`config.mk`:
```
export PLATFORM = sky130hd
export DESIGN_NAME = nmea_rmc_sentence_parser
export DESIGN_NICKNAME = d
export VERILOG_FILES = /design/src/design/nrsp_pkg.sv /design/src/design/nmea_rmc_sentence_parser.sv
export SDC_FILE = /design/constraint.sdc
export NUM_CORES = 1
export LEC_CHECK = 0
export BUFFER_PORTS_ARGS = -buffer_cell sky130_fd_sc_hd__buf_4
export CAP_MARGIN = 10
export CORE_MARGIN = 2
export CORE_UTILIZATION = 65
export CTS_BUF_LIST = sky130_fd_sc_hd__clkbuf_8
export CTS_CLUSTER_SIZE = 10
export DETAILED_ROUTE_END_ITERATION = 6
export PLACE_DENSITY = 0.83
export SLEW_MARGIN = 30
export SYNTH_ARGS = -nofsm -noshare
export SYNTH_HDL_FRONTEND = slang
export SYNTH_SLANG_ARGS = --single-unit
```
`constraint.sdc`:
```
create_clock -name clk -period 6.65 [get_ports clk]
set_clock_uncertainty 0.2 [all_clocks]
set_input_delay 0.665 -clock clk [delete_from_list [all_inputs] [get_ports clk]]
set_output_delay 0.665 -clock clk [all_outputs]
set_load 0.02 [all_outputs]
```
`src/design/nrsp_pkg.sv`:
```
// shared constants and helpers for the rmc sentence parser
`timescale 1ns / 1ps

package nrsp_pkg;

	// default maximum characters in one text field
	localparam int FIELD_CHARS_DEF = 15;

	// text fields captured per sentence, words over all fields and bytes per word
	localparam int SLOT_COUNT  = 5;
	localparam int SLOT_WORDS  = 2 * SLOT_COUNT;
	localparam int WORD_BYTES  = 8;

	// pattern positions
	localparam logic [4:0] P_PREFIX = 5'd0;
	localparam logic [4:0] P_TIME   = 5'd7;
	localparam logic [4:0] P_STATUS = 5'd8;
	localparam logic [4:0] P_C1     = 5'd9;
	localparam logic [4:0] P_LAT    = 5'd10;
	localparam logic [4:0] P_LATDIR = 5'd11;
	localparam logic [4:0] P_C2     = 5'd12;
	localparam logic [4:0] P_LON    = 5'd13;
	localparam logic [4:0] P_LONDIR = 5'd14;
	localparam logic [4:0] P_C3     = 5'd15;
	localparam logic [4:0] P_SPEED  = 5'd16;
	localparam logic [4:0] P_HEAD   = 5'd17;
	localparam logic [4:0] P_DATE   = 5'd18;
	localparam logic [4:0] P_C4     = 5'd19;
	localparam logic [4:0] P_C5     = 5'd20;
	localparam logic [4:0] P_MODE   = 5'd21;
	localparam logic [4:0] P_DONE   = 5'd22;

	// field slots
	localparam logic [2:0] SLOT_TIME  = 3'd0;
	localparam logic [2:0] SLOT_LAT   = 3'd1;
	localparam logic [2:0] SLOT_LON   = 3'd2;
	localparam logic [2:0] SLOT_SPEED = 3'd3;
	localparam logic [2:0] SLOT_HEAD  = 3'd4;

	// characters
	localparam logic [7:0] CH_COMMA  = 8'h2C;
	localparam logic [7:0] CH_ACTIVE = 8'h41;
	localparam logic [7:0] CH_NOFIX  = 8'h4E;
	localparam logic [7:0] CH_NUL    = 8'h00;

	// output word numbers and lengths
	localparam logic [3:0] WORD_FIRST = 4'd0;
	localparam logic [3:0] WORD_DIRS  = 4'd10;
	localparam logic [3:0] DIRS_LEN   = 4'd2;
	localparam logic [3:0] LEN_MAX    = 4'd15;

	// literal sentence prefix "$GPRMC,"
	function automatic logic [7:0] prefix_char(input logic [2:0] idx);
		logic [7:0] c;
		case (idx)
			3'd0: c = 8'h24;
			3'd1: c = 8'h47;
			3'd2: c = 8'h50;
			3'd3: c = 8'h52;
			3'd4: c = 8'h4D;
			3'd5: c = 8'h43;
			3'd6: c = 8'h2C;
			default: c = 8'h00;
		endcase
		return c;
	endfunction

endpackage

```
`src/design/nmea_rmc_sentence_parser.sv`:
```
// rmc sentence parser: byte matcher, field capture and result sequencer
`timescale 1ns / 1ps

// Takes one sentence byte per cycle on the slave stream while no result run
// is pending, and matches it against "$GPRMC,", time, status, lat, lat
// direction, lon, lon direction, speed, heading, a skipped date, ",,," and
// the mode byte, capturing the text fields into registers as they pass.
// On the byte marked tlast the block sends a run of results on the master
// stream: one failure word, or eleven words (five fields of two words each,
// then the direction word) when the status is 'A' and the mode is not 'N'.
// The slave side is held off while a run is being loaded into the output
// register, one word per cycle the output side accepts. The next sentence
// may start as soon as the last word of a run sits in the output register.
module nmea_rmc_sentence_parser #(
	parameter int FIELD_CHARS = nrsp_pkg::FIELD_CHARS_DEF
) (
	input  logic        clk,
	input  logic        arst_n,
	// slave side
	input  logic        s_tvalid,
	output logic        s_tready,
	input  logic [7:0]  s_tdata,   // [7:0] byte_in
	input  logic        s_tlast,   // end_of_sentence
	// master side
	output logic        m_tvalid,
	input  logic        m_tready,
	output logic [71:0] m_tdata,   // [3:0] word_index, [67:4] word_data, [71:68] text_length
	output logic        m_tuser,   // [0] fix_valid
	output logic        m_tlast    // last_word
);

	import nrsp_pkg::*;

	localparam int CW = $clog2(FIELD_CHARS + 1);

	// parser state
	logic [4:0]    pos_q;
	logic [CW-1:0] cnt_q;
	logic          fail_q;
	logic [7:0]    status_q;
	logic [7:0]    mode_q;
	logic [7:0]    latdir_q;
	logic [7:0]    londir_q;
	logic [CW-1:0] len_q [SLOT_COUNT];
	logic [7:0]    text_q [SLOT_WORDS][WORD_BYTES];

	// result run state
	logic          run_q;
	logic          ok_q;
	logic [3:0]    widx_q;

	// next-state values
	logic [4:0]    nx_pos;
	logic [CW-1:0] nx_cnt;
	logic          nx_fail;
	logic [7:0]    nx_status;
	logic [7:0]    nx_mode;
	logic [7:0]    nx_latdir;
	logic [7:0]    nx_londir;
	logic          is_text;
	logic [2:0]    txt_slot;
	logic [4:0]    txt_next;
	logic          len_we;
	logic          txt_we;

	logic          in_acc;
	logic          load;
	logic          sent_ok;

	assign s_tready = !run_q;
	assign in_acc   = s_tvalid && s_tready;
	assign load     = run_q && (!m_tvalid || m_tready);

	// byte matcher
	always_comb begin
		nx_pos    = pos_q;
		nx_cnt    = cnt_q;
		nx_fail   = fail_q;
		nx_status = status_q;
		nx_mode   = mode_q;
		nx_latdir = latdir_q;
		nx_londir = londir_q;
		is_text   = 1'b0;
		txt_slot  = SLOT_TIME;
		txt_next  = P_STATUS;
		len_we    = 1'b0;
		txt_we    = 1'b0;
		if (!fail_q && pos_q != P_DONE) begin
			if (s_tdata == CH_NUL) begin
				nx_fail = 1'b1;
			end else if (pos_q < P_TIME) begin
				if (s_tdata == prefix_char(pos_q[2:0])) begin
					nx_pos = pos_q + 5'd1;
				end else begin
					nx_fail = 1'b1;
				end
			end else begin
				case (pos_q)
					P_TIME: begin
						is_text  = 1'b1;
						txt_slot = SLOT_TIME;
						txt_next = P_STATUS;
					end
					P_STATUS: begin
						nx_status = s_tdata;
						nx_pos    = P_C1;
					end
					P_LAT: begin
						is_text  = 1'b1;
						txt_slot = SLOT_LAT;
						txt_next = P_LATDIR;
					end
					P_LATDIR: begin
						nx_latdir = s_tdata;
						nx_pos    = P_C2;
					end
					P_LON: begin
						is_text  = 1'b1;
						txt_slot = SLOT_LON;
						txt_next = P_LONDIR;
					end
					P_LONDIR: begin
						nx_londir = s_tdata;
						nx_pos    = P_C3;
					end
					P_SPEED: begin
						is_text  = 1'b1;
						txt_slot = SLOT_SPEED;
						txt_next = P_HEAD;
					end
					P_HEAD: begin
						is_text  = 1'b1;
						txt_slot = SLOT_HEAD;
						txt_next = P_DATE;
					end
					P_DATE: begin
						if (s_tdata == CH_COMMA) begin
							if (cnt_q == '0) begin
								nx_fail = 1'b1;
							end else begin
								nx_cnt = '0;
								nx_pos = P_C4;
							end
						end else begin
							nx_cnt = CW'(1);
						end
					end
					P_C1, P_C2, P_C3, P_C4, P_C5: begin
						if (s_tdata == CH_COMMA) begin
							nx_pos = pos_q + 5'd1;
						end else begin
							nx_fail = 1'b1;
						end
					end
					P_MODE: begin
						nx_mode = s_tdata;
						nx_pos  = P_DONE;
					end
					default: nx_fail = 1'b1;
				endcase
				// text field capture
				if (is_text) begin
					if (s_tdata == CH_COMMA) begin
						if (cnt_q == '0) begin
							nx_fail = 1'b1;
						end else begin
							len_we = 1'b1;
							nx_cnt = '0;
							nx_pos = txt_next;
						end
					end else if (cnt_q >= CW'(FIELD_CHARS)) begin
						nx_fail = 1'b1;
					end else begin
						txt_we = 1'b1;
						nx_cnt = cnt_q + CW'(1);
					end
				end
			end
		end
	end

	assign sent_ok = !nx_fail && nx_pos == P_DONE && nx_status == CH_ACTIVE
		&& nx_mode != CH_NOFIX;

	// parser registers
	always_ff @(posedge clk or negedge arst_n) begin
		if (!arst_n) begin
			pos_q    <= P_PREFIX;
			cnt_q    <= '0;
			fail_q   <= 1'b0;
			status_q <= '0;
			mode_q   <= '0;
			latdir_q <= '0;
			londir_q <= '0;
			for (int i = 0; i < SLOT_COUNT; i++) begin
				len_q[i] <= '0;
			end
		end else if (in_acc) begin
			status_q <= nx_status;
			mode_q   <= nx_mode;
			latdir_q <= nx_latdir;
			londir_q <= nx_londir;
			if (len_we) begin
				len_q[txt_slot] <= cnt_q;
			end
			if (s_tlast) begin
				pos_q  <= P_PREFIX;
				cnt_q  <= '0;
				fail_q <= 1'b0;
			end else begin
				pos_q  <= nx_pos;
				cnt_q  <= nx_cnt;
				fail_q <= nx_fail;
			end
		end
	end

	// field text store, one byte written per accepted character
	always_ff @(posedge clk) begin
		if (in_acc && txt_we) begin
			text_q[{txt_slot, cnt_q[3]}][cnt_q[2:0]] <= s_tdata;
		end
	end

	// result run control
	always_ff @(posedge clk or negedge arst_n) begin
		if (!arst_n) begin
			run_q  <= 1'b0;
			ok_q   <= 1'b0;
			widx_q <= WORD_FIRST;
		end else if (in_acc && s_tlast) begin
			run_q  <= 1'b1;
			ok_q   <= sent_ok;
			widx_q <= WORD_FIRST;
		end else if (load) begin
			widx_q <= widx_q + 4'd1;
			if (!ok_q || widx_q == WORD_DIRS) begin
				run_q <= 1'b0;
			end
		end
	end

	// word assembly for the current run position
	logic [2:0]    rd_slot;
	logic [CW-1:0] rd_len;
	logic [63:0]   rd_word;
	logic [3:0]    rd_len_sat;

	assign rd_slot    = widx_q[3:1];
	assign rd_len     = (rd_slot < 3'(SLOT_COUNT)) ? len_q[rd_slot] : '0;
	assign rd_len_sat = (rd_len > CW'(LEN_MAX)) ? LEN_MAX : rd_len[3:0];

	always_comb begin
		rd_word = '0;
		if (widx_q < WORD_DIRS) begin
			for (int k = 0; k < WORD_BYTES; k++) begin
				if ({1'b0, widx_q[0], 3'(k)} < 5'(rd_len)) begin
					rd_word[8*k +: 8] = text_q[widx_q][k];
				end
			end
		end
	end

	// output register
	always_ff @(posedge clk or negedge arst_n) begin
		if (!arst_n) begin
			m_tvalid <= 1'b0;
		end else if (load) begin
			m_tvalid <= 1'b1;
		end else if (m_tready) begin
			m_tvalid <= 1'b0;
		end
	end

	always_ff @(posedge clk) begin
		if (load) begin
			if (!ok_q) begin
				m_tdata <= '0;
				m_tuser <= 1'b0;
				m_tlast <= 1'b1;
			end else if (widx_q == WORD_DIRS) begin
				m_tdata <= {DIRS_LEN, 48'd0, londir_q, latdir_q, WORD_DIRS};
				m_tuser <= 1'b1;
				m_tlast <= 1'b1;
			end else begin
				m_tdata <= {rd_len_sat, rd_word, widx_q};
				m_tuser <= 1'b1;
				m_tlast <= 1'b0;
			end
		end
	end

endmodule

```
* Yosys cells after proc, flatten, opt, wreduce, memory -nomap -nowiden
Memories as Yosys holds them, arrays and structs flattened.
Index checks and enable logic that the tools add are counted.
** Operators by class
- Add/sub/neg operators :: 3
- $lt $le $gt $ge :: 18
- Equality and inequality tests :: 30
- Multiplexer cells :: 100
- Bitwise gates (word level) :: 13
- Reductions and logical operators :: 39
** Operator list (number)
- two-way mux 8 bit :: 20
- two-way mux 64 bit :: 2
- two-way mux 4 bit :: 18
- two-way mux 70 bit :: 1
- two-way mux 5 bit :: 11
- case mux 7 bit (7 select lines) :: 1
- equality test 5 x 4 -> 1 bit (second input constant) :: 8
- two-way mux 1 bit :: 36
- equality test 5 bit (second input constant) :: 7
- less-than comparator 4 bit :: 8
- case mux 5 bit (6 select lines) :: 1
- demux 8 bit (select 3 bit) :: 1
- OR reduction 4 bit :: 6
- bitwise mux 20 bit :: 1
- case mux 5 bit (4 select lines) :: 1
- greater-or-equal comparator 4 bit (second input constant) :: 4
- binary-select mux 4 bit (select 3 bit) :: 1
- demux 4 bit (select 3 bit) :: 1
- NOT 3 -> 4 bit :: 3
- case mux 3 bit (4 select lines) :: 1
- logical AND 1 bit :: 10
- NOT 1 bit :: 10
- AND reduction 5 bit :: 2
- OR reduction 5 bit :: 2
- other kinds (30) :: 47
** Storage, ports and cells
- Bits in registers :: 143
- Memory bits (writable) :: 640
- Bits of input ports :: 13
- Output and inout port bits :: 76
- Logic and storage cells :: 230
- Memories :: 1
** Memory list
- text_q :: words 10, width 64, rd ports 1, clocked after Yosys merged registers in 0, wr ports 1, RTL line nmea_rmc_sentence_parser.sv:45 : logic [7:0] text_q [SLOT_WORDS][WORD_BYTES];

* Depth between registers and ports, before layout
- Depth after elaboration :: 14
- Mapped depth :: 15
- Gate-level depth less buffers :: 10

* Least setup slack after synthesis
No wires, ideal clock.
- Path kind :: in2reg
- Start point :: in m_tready
- End point :: reg widx_q[3]
- Setup time :: 0.072 ns
- Data arrival time :: 3.651 ns
- Setup slack :: 2.727 ns
- Stages :: 6
- Path buffers :: 1
- Path through :: nand2b_1 and2_1 clkbuf_1 nand4_1 xor2_1 nor2_1
** Between the ends
- Word-level cells in the longest chain between the ends :: 3
** Ends and longest elaborated chain
- start: declaration :: RTL line nmea_rmc_sentence_parser.sv:26 : input logic m_tready,
- logical OR 1 bit :: RTL line nmea_rmc_sentence_parser.sv:72 : assign load = run_q && (!m_tvalid || m_tready);
- logical AND 1 bit :: RTL line nmea_rmc_sentence_parser.sv:72
- named net load :: RTL line nmea_rmc_sentence_parser.sv:67 : logic load;
- nonzero test 2 bit (no line)
- end signal: assignment :: RTL line nmea_rmc_sentence_parser.sv:236 : widx_q <= widx_q + 4'd1;
- end: declaration :: RTL line nmea_rmc_sentence_parser.sv:50 : logic [3:0] widx_q;
The timed path passes the listed nets, and every way through them passes these cells.
A chain may end at the register's enable or synchronous reset.

* Worst setup path in the final report
- Start point :: reg pos_q[0]
- End point :: mem text_q[8][9] (netlist name), enable pin
** Between the ends
- Word-level cells in the longest chain between the ends :: 13
** Ends and longest elaborated chain
- start: declaration :: RTL line nmea_rmc_sentence_parser.sv:37 : logic [4:0] pos_q;
- start signal: assignment :: RTL line nmea_rmc_sentence_parser.sv:211 : pos_q <= nx_pos;
- equality test 5 bit, or another cell as far along :: RTL line nmea_rmc_sentence_parser.sv:98 : case (pos_q)
- OR reduction 5 bit (no line)
- two-way mux 1 bit :: RTL line nmea_rmc_sentence_parser.sv:98
- two-way mux 1 bit :: RTL line nmea_rmc_sentence_parser.sv:91 : end else if (pos_q < P_TIME) begin
- two-way mux 1 bit :: RTL line nmea_rmc_sentence_parser.sv:89 : if (s_tdata == CH_NUL) begin
- two-way mux 1 bit :: RTL line nmea_rmc_sentence_parser.sv:88 : if (!fail_q && pos_q != P_DONE) begin
- two-way mux 1 bit :: RTL line nmea_rmc_sentence_parser.sv:162 : if (is_text) begin
- two-way mux 1 bit :: RTL line nmea_rmc_sentence_parser.sv:91
- two-way mux 1 bit :: RTL line nmea_rmc_sentence_parser.sv:89
- two-way mux 1 bit :: RTL line nmea_rmc_sentence_parser.sv:88
- logical AND 1 bit :: RTL line nmea_rmc_sentence_parser.sv:220 : if (in_acc && txt_we) begin
- two-way mux 1 bit :: RTL line nmea_rmc_sentence_parser.sv:220
- two-way mux 64 bit (not written as such) :: RTL line nmea_rmc_sentence_parser.sv:221 : text_q[{txt_slot, cnt_q[3]}][cnt_q[2:0]] <= s_tdata;
- end: declaration :: RTL line nmea_rmc_sentence_parser.sv:45
Parallel ways exist; a longest one is shown, timed or not. The select of a mux whose other input is x is not followed.

==> impl_results.md <==
- Result of the run: completed
- Largest cells by area after synthesis: sky130_fd_sc_hd__edfxtp_1 (68%), sky130_fd_sc_hd__mux4_2 (9.4%), sky130_fd_sc_hd__dfrtp_1 (5.5%)
- IO Pins: 89
- Syn-to-layout area delta: 9.98%
- Area of the core: 0.0478 mm^2
- Worst slack on hold paths: 0.0733 ns
- Number of global-route vias before repair: 17417
- Synthesis-stage register bit count: 783
- Clock buffers created by TritonCTS: 111
- Total standard cell area after synthesis: 0.0316 mm^2
- Fraction of registers with async set or reset after synthesis: 8.81%
- Post-Synthesis Net Count: 1775
- Worst Hold Depth: 3
- Distinct cell type count after synthesis: 80
- Worst-Margin Slew: 1.04 ns
- # H-tree levels: 3
- Dominant cell type by area after synthesis: sky130_fd_sc_hd__edfxtp_1
- Endpoint required time on the critical path: 6.76 ns
- RSZ-0062 raised after global routing: no
- Power Density: 314 mW/mm^2
- Critical Path Fanout Max: 13
- Static leakage: 11.4 nW
- Period minus WS final: 5.08 ns
- Cell count of the worst reg-to-reg path: 10
- Site Rows: 80
- Total wirelength of the detailed-routed design: 71500 um
- Antenna-violating nets left: 0
- Type of the most critical hold path: input pin to flop
- Total DRC errors in the routed layout: 0
- Via density per instance: 6.76
- ANT cells: 0
- Family of cells with the greatest summed delay on the critical path: simple AND/OR/NAND/NOR gates
- Final Slew Violations: 0
- Number of detailed-route iterations in the first pass: 5
- Peak clock frequency supported by timing: 0.197 GHz
- Period utilisation layout: 76.4%
- Post-cts repair resize count: 0
- Setup total negative slack: 0 ns
- WL per Instance: 27.8 um
- Postcts setup bufs: 0
- Synth warn: 0
- GR Layer Usage met3: 6.15%
- GRT Residual Overflow: 0
- Global-route layer with the greatest usage: met2
- Number of maximum-capacitance constraint violations: 0
- Number of antenna violations at the first check in global routing: 0
- Peak ir drop on the vdd network: 239 uV
- Number of buffers on the longest clock path: 3
- Multi-input logic area: 0.00793 mm^2
- CP Buf/Inv Count: 1
- Seq/Total Area, Yosys: 73.3%
- Worst Setup Path Type: flop to flop
- Final Worst Setup Slack: 1.57 ns
- Dominant register cell in the synthesized netlist: sky130_fd_sc_hd__edfxtp_1
- Share of post-route cells with drive strength above 1: 22.8%
- Global-route wire length before repair: 107000 um
- Global-route track usage on met2: 45.3%
- Largest net degree at the start of global routing: 116
- Root Buffer Master: sky130_fd_sc_hd__clkbuf_8
- Clk sink count: 783
- Total track usage: 29.1%
- Setup crit end kind: flop
- Initial core utilization: 66.1%
- Nets: 1891
- Clock latency reported for the late side of the worst-skew pair: 0.70 ns
- Cell depth of the worst setup path: 10
- Filler cell count in the final layout: 2717
- Die area: 0.0504 mm^2
- Port Buffers: 88
- Worst path max stage delay: 0.68 ns
- Endpoints failing hold: 0
- Die Wd: 225 um
- Met1 Resource Use GR: 40.7%
- Post-synth EDFFs: 714
- Final weighted congestion in routability-driven placement: 0.931
- Most frequent cells in the layout: sky130_fd_sc_hd__edfxtp_1 (714), sky130_fd_sc_hd__mux4_2 (132), sky130_fd_sc_hd__a211oi_1 (118)
- Worst-path cell with the longest stage delay: sky130_fd_sc_hd__nor2_1
- Worst slew margin: 30.5%
- Estimated wirelength of the detail-placed design: 42800 um
- Per-instance average area after synthesis: 18.0 um^2
- Setup violations, final: 0
- Area occupied by registers: 0.0232 mm^2
- Routed via count: 17383
- Synth top area share: 67.8%
- Register clock-pin slew on the reported worst setup and hold paths: 0.06 ns
- Arrival time at the worst endpoint: 5.19 ns
- List of cells traversed by the critical path: inv_1 -> ha_1 -> and4b_1 -> a311oi_4 -> nand3_2 -> nor2_2 -> nand3_1 -> nor2_1 -> nand3_1 -> nor2_1
- Violation count after the first detailed-routing iteration: 1826
- Most common cell after layout, fill and taps aside: sky130_fd_sc_hd__edfxtp_1
- Die boundary height: 225 um
- Pre-CTS setup slack: 1.73 ns
- Clock tree from TritonCTS: done
- Startpoint types: flop
- Synthesized instance count: 1752
==> layer usage <==
layer,vias up,wire length (um)
li1,7278,-
met2,1141,34300
met1,8797,27300
met4,0,2650
met3,167,7320
met5,-,0
==> stage by stage <==
stage / instances / instance area [um^2] / total power [W] / util, %
after global placement: 2368 / 32700 / 0.00756 / 68.4
after floorplan: 1752 / 31600 / 0.00709 / -
after CTS: 2569 / 34700 / 0.0110 / 72.6
after global routing: 2570 / 34800 / 0.0113 / 72.7
after detailed placement: 2368 / 32700 / 0.00761 / 68.4
final: 2570 / 34800 / 0.0109 / 72.7
==> sequential cells by signal, summed over array words and instances (netlist names), 4 cells and up <==
name / flops
mode_q: 8
text_q: 640
status_q: 8
widx_q: 4
len_q: 20
cnt_q: 4
latdir_q: 8
pos_q: 5
m_tdata: 72
londir_q: 8
==> Yosys cell counts (7+ instances only) <==
library cell and count:
sky130_fd_sc_hd__o21ai_0 28, sky130_fd_sc_hd__nor2b_1 76, sky130_fd_sc_hd__buf_2 20, sky130_fd_sc_hd__nand2_1 52
sky130_fd_sc_hd__nand4_1 9, sky130_fd_sc_hd__nor3_1 7, sky130_fd_sc_hd__nand3_1 23, sky130_fd_sc_hd__nand2b_1 7
sky130_fd_sc_hd__clkbuf_1 59, sky130_fd_sc_hd__ha_1 10, sky130_fd_sc_hd__mux2_2 43, sky130_fd_sc_hd__a22o_1 18
sky130_fd_sc_hd__edfxtp_1 714, sky130_fd_sc_hd__mux2i_1 66, sky130_fd_sc_hd__and2_1 9, sky130_fd_sc_hd__a211oi_1 118
sky130_fd_sc_hd__nor2_1 111, sky130_fd_sc_hd__buf_1 17, sky130_fd_sc_hd__inv_1 11, sky130_fd_sc_hd__dfrtp_1 69
sky130_fd_sc_hd__mux4_2 132, sky130_fd_sc_hd__a21oi_1 30
==> timing repair <==
item	4_1_cts	5_1_grt
hold buffers	1	0
setup endpoints to repair	0	0
endpoints found under the hold margin	69	0
==> power breakdown <==
group	leakage (nW)	switching, W	internal [W]
logic	2.95	0.000978	0.000947
clock network	1.14	0.00174	0.00166
registers	7.34	0.000168	0.00542
total	11.4	0.00289	0.00803
==> worst reg2reg max path, stage by stage (launching register included) <==
cell and delay [ns]:
sky130_fd_sc_hd__dfrtp_1 0.58, sky130_fd_sc_hd__inv_1 0.14, sky130_fd_sc_hd__ha_1 0.40, sky130_fd_sc_hd__and4b_1 0.32, sky130_fd_sc_hd__a311oi_4 0.47, sky130_fd_sc_hd__nand3_2 0.24, sky130_fd_sc_hd__nor2_2 0.34, sky130_fd_sc_hd__nand3_1 0.16
sky130_fd_sc_hd__nor2_1 0.63, sky130_fd_sc_hd__nand3_1 0.54, sky130_fd_sc_hd__nor2_1 0.69
==> layout make-up <==
type / instances / area share, %
Sequential cell: 783 / 66.7
Multi-Input combinational cell: 850 / 22.8
Clock buffer: 113 / 4.47
Timing Repair Buffer: 109 / 2.45
Tap cell: 615 / 2.21
Clock inverter: 87 / 1.25
Inverter: 13 / 0.140
==> path summary, 6_finish.rpt <==
kind / start / endpoint / slack [ns]
max in group asynchronous: arst_n / widx_q[0] / 5.38
worst max-delay path: pos_q[0] / text_q[8][9] / 1.57
worst max register to register: pos_q[0] / text_q[8][9] / 1.57
worst min-delay path: m_tready / m_tvalid / 0.07
worst min register to register: len_q[9] / len_q[9] / 0.28
min in group asynchronous: arst_n / mode_q[0] / 0.35
==> cell families after synthesis <==
kind of cell | Yosys count | synth area share [%]
and+or+nand+nor | 348 | 5.86
xor gates and xnor gates | 7 | 0.218
adders and majority gates | 10 | 0.396
AOI/OAI and AO/OA | 240 | 5.42
muxes | 245 | 13.2
DFF | 783 | 73.3
buffers and inverters | 119 | 1.66
(Power assumes the default switching activity.)
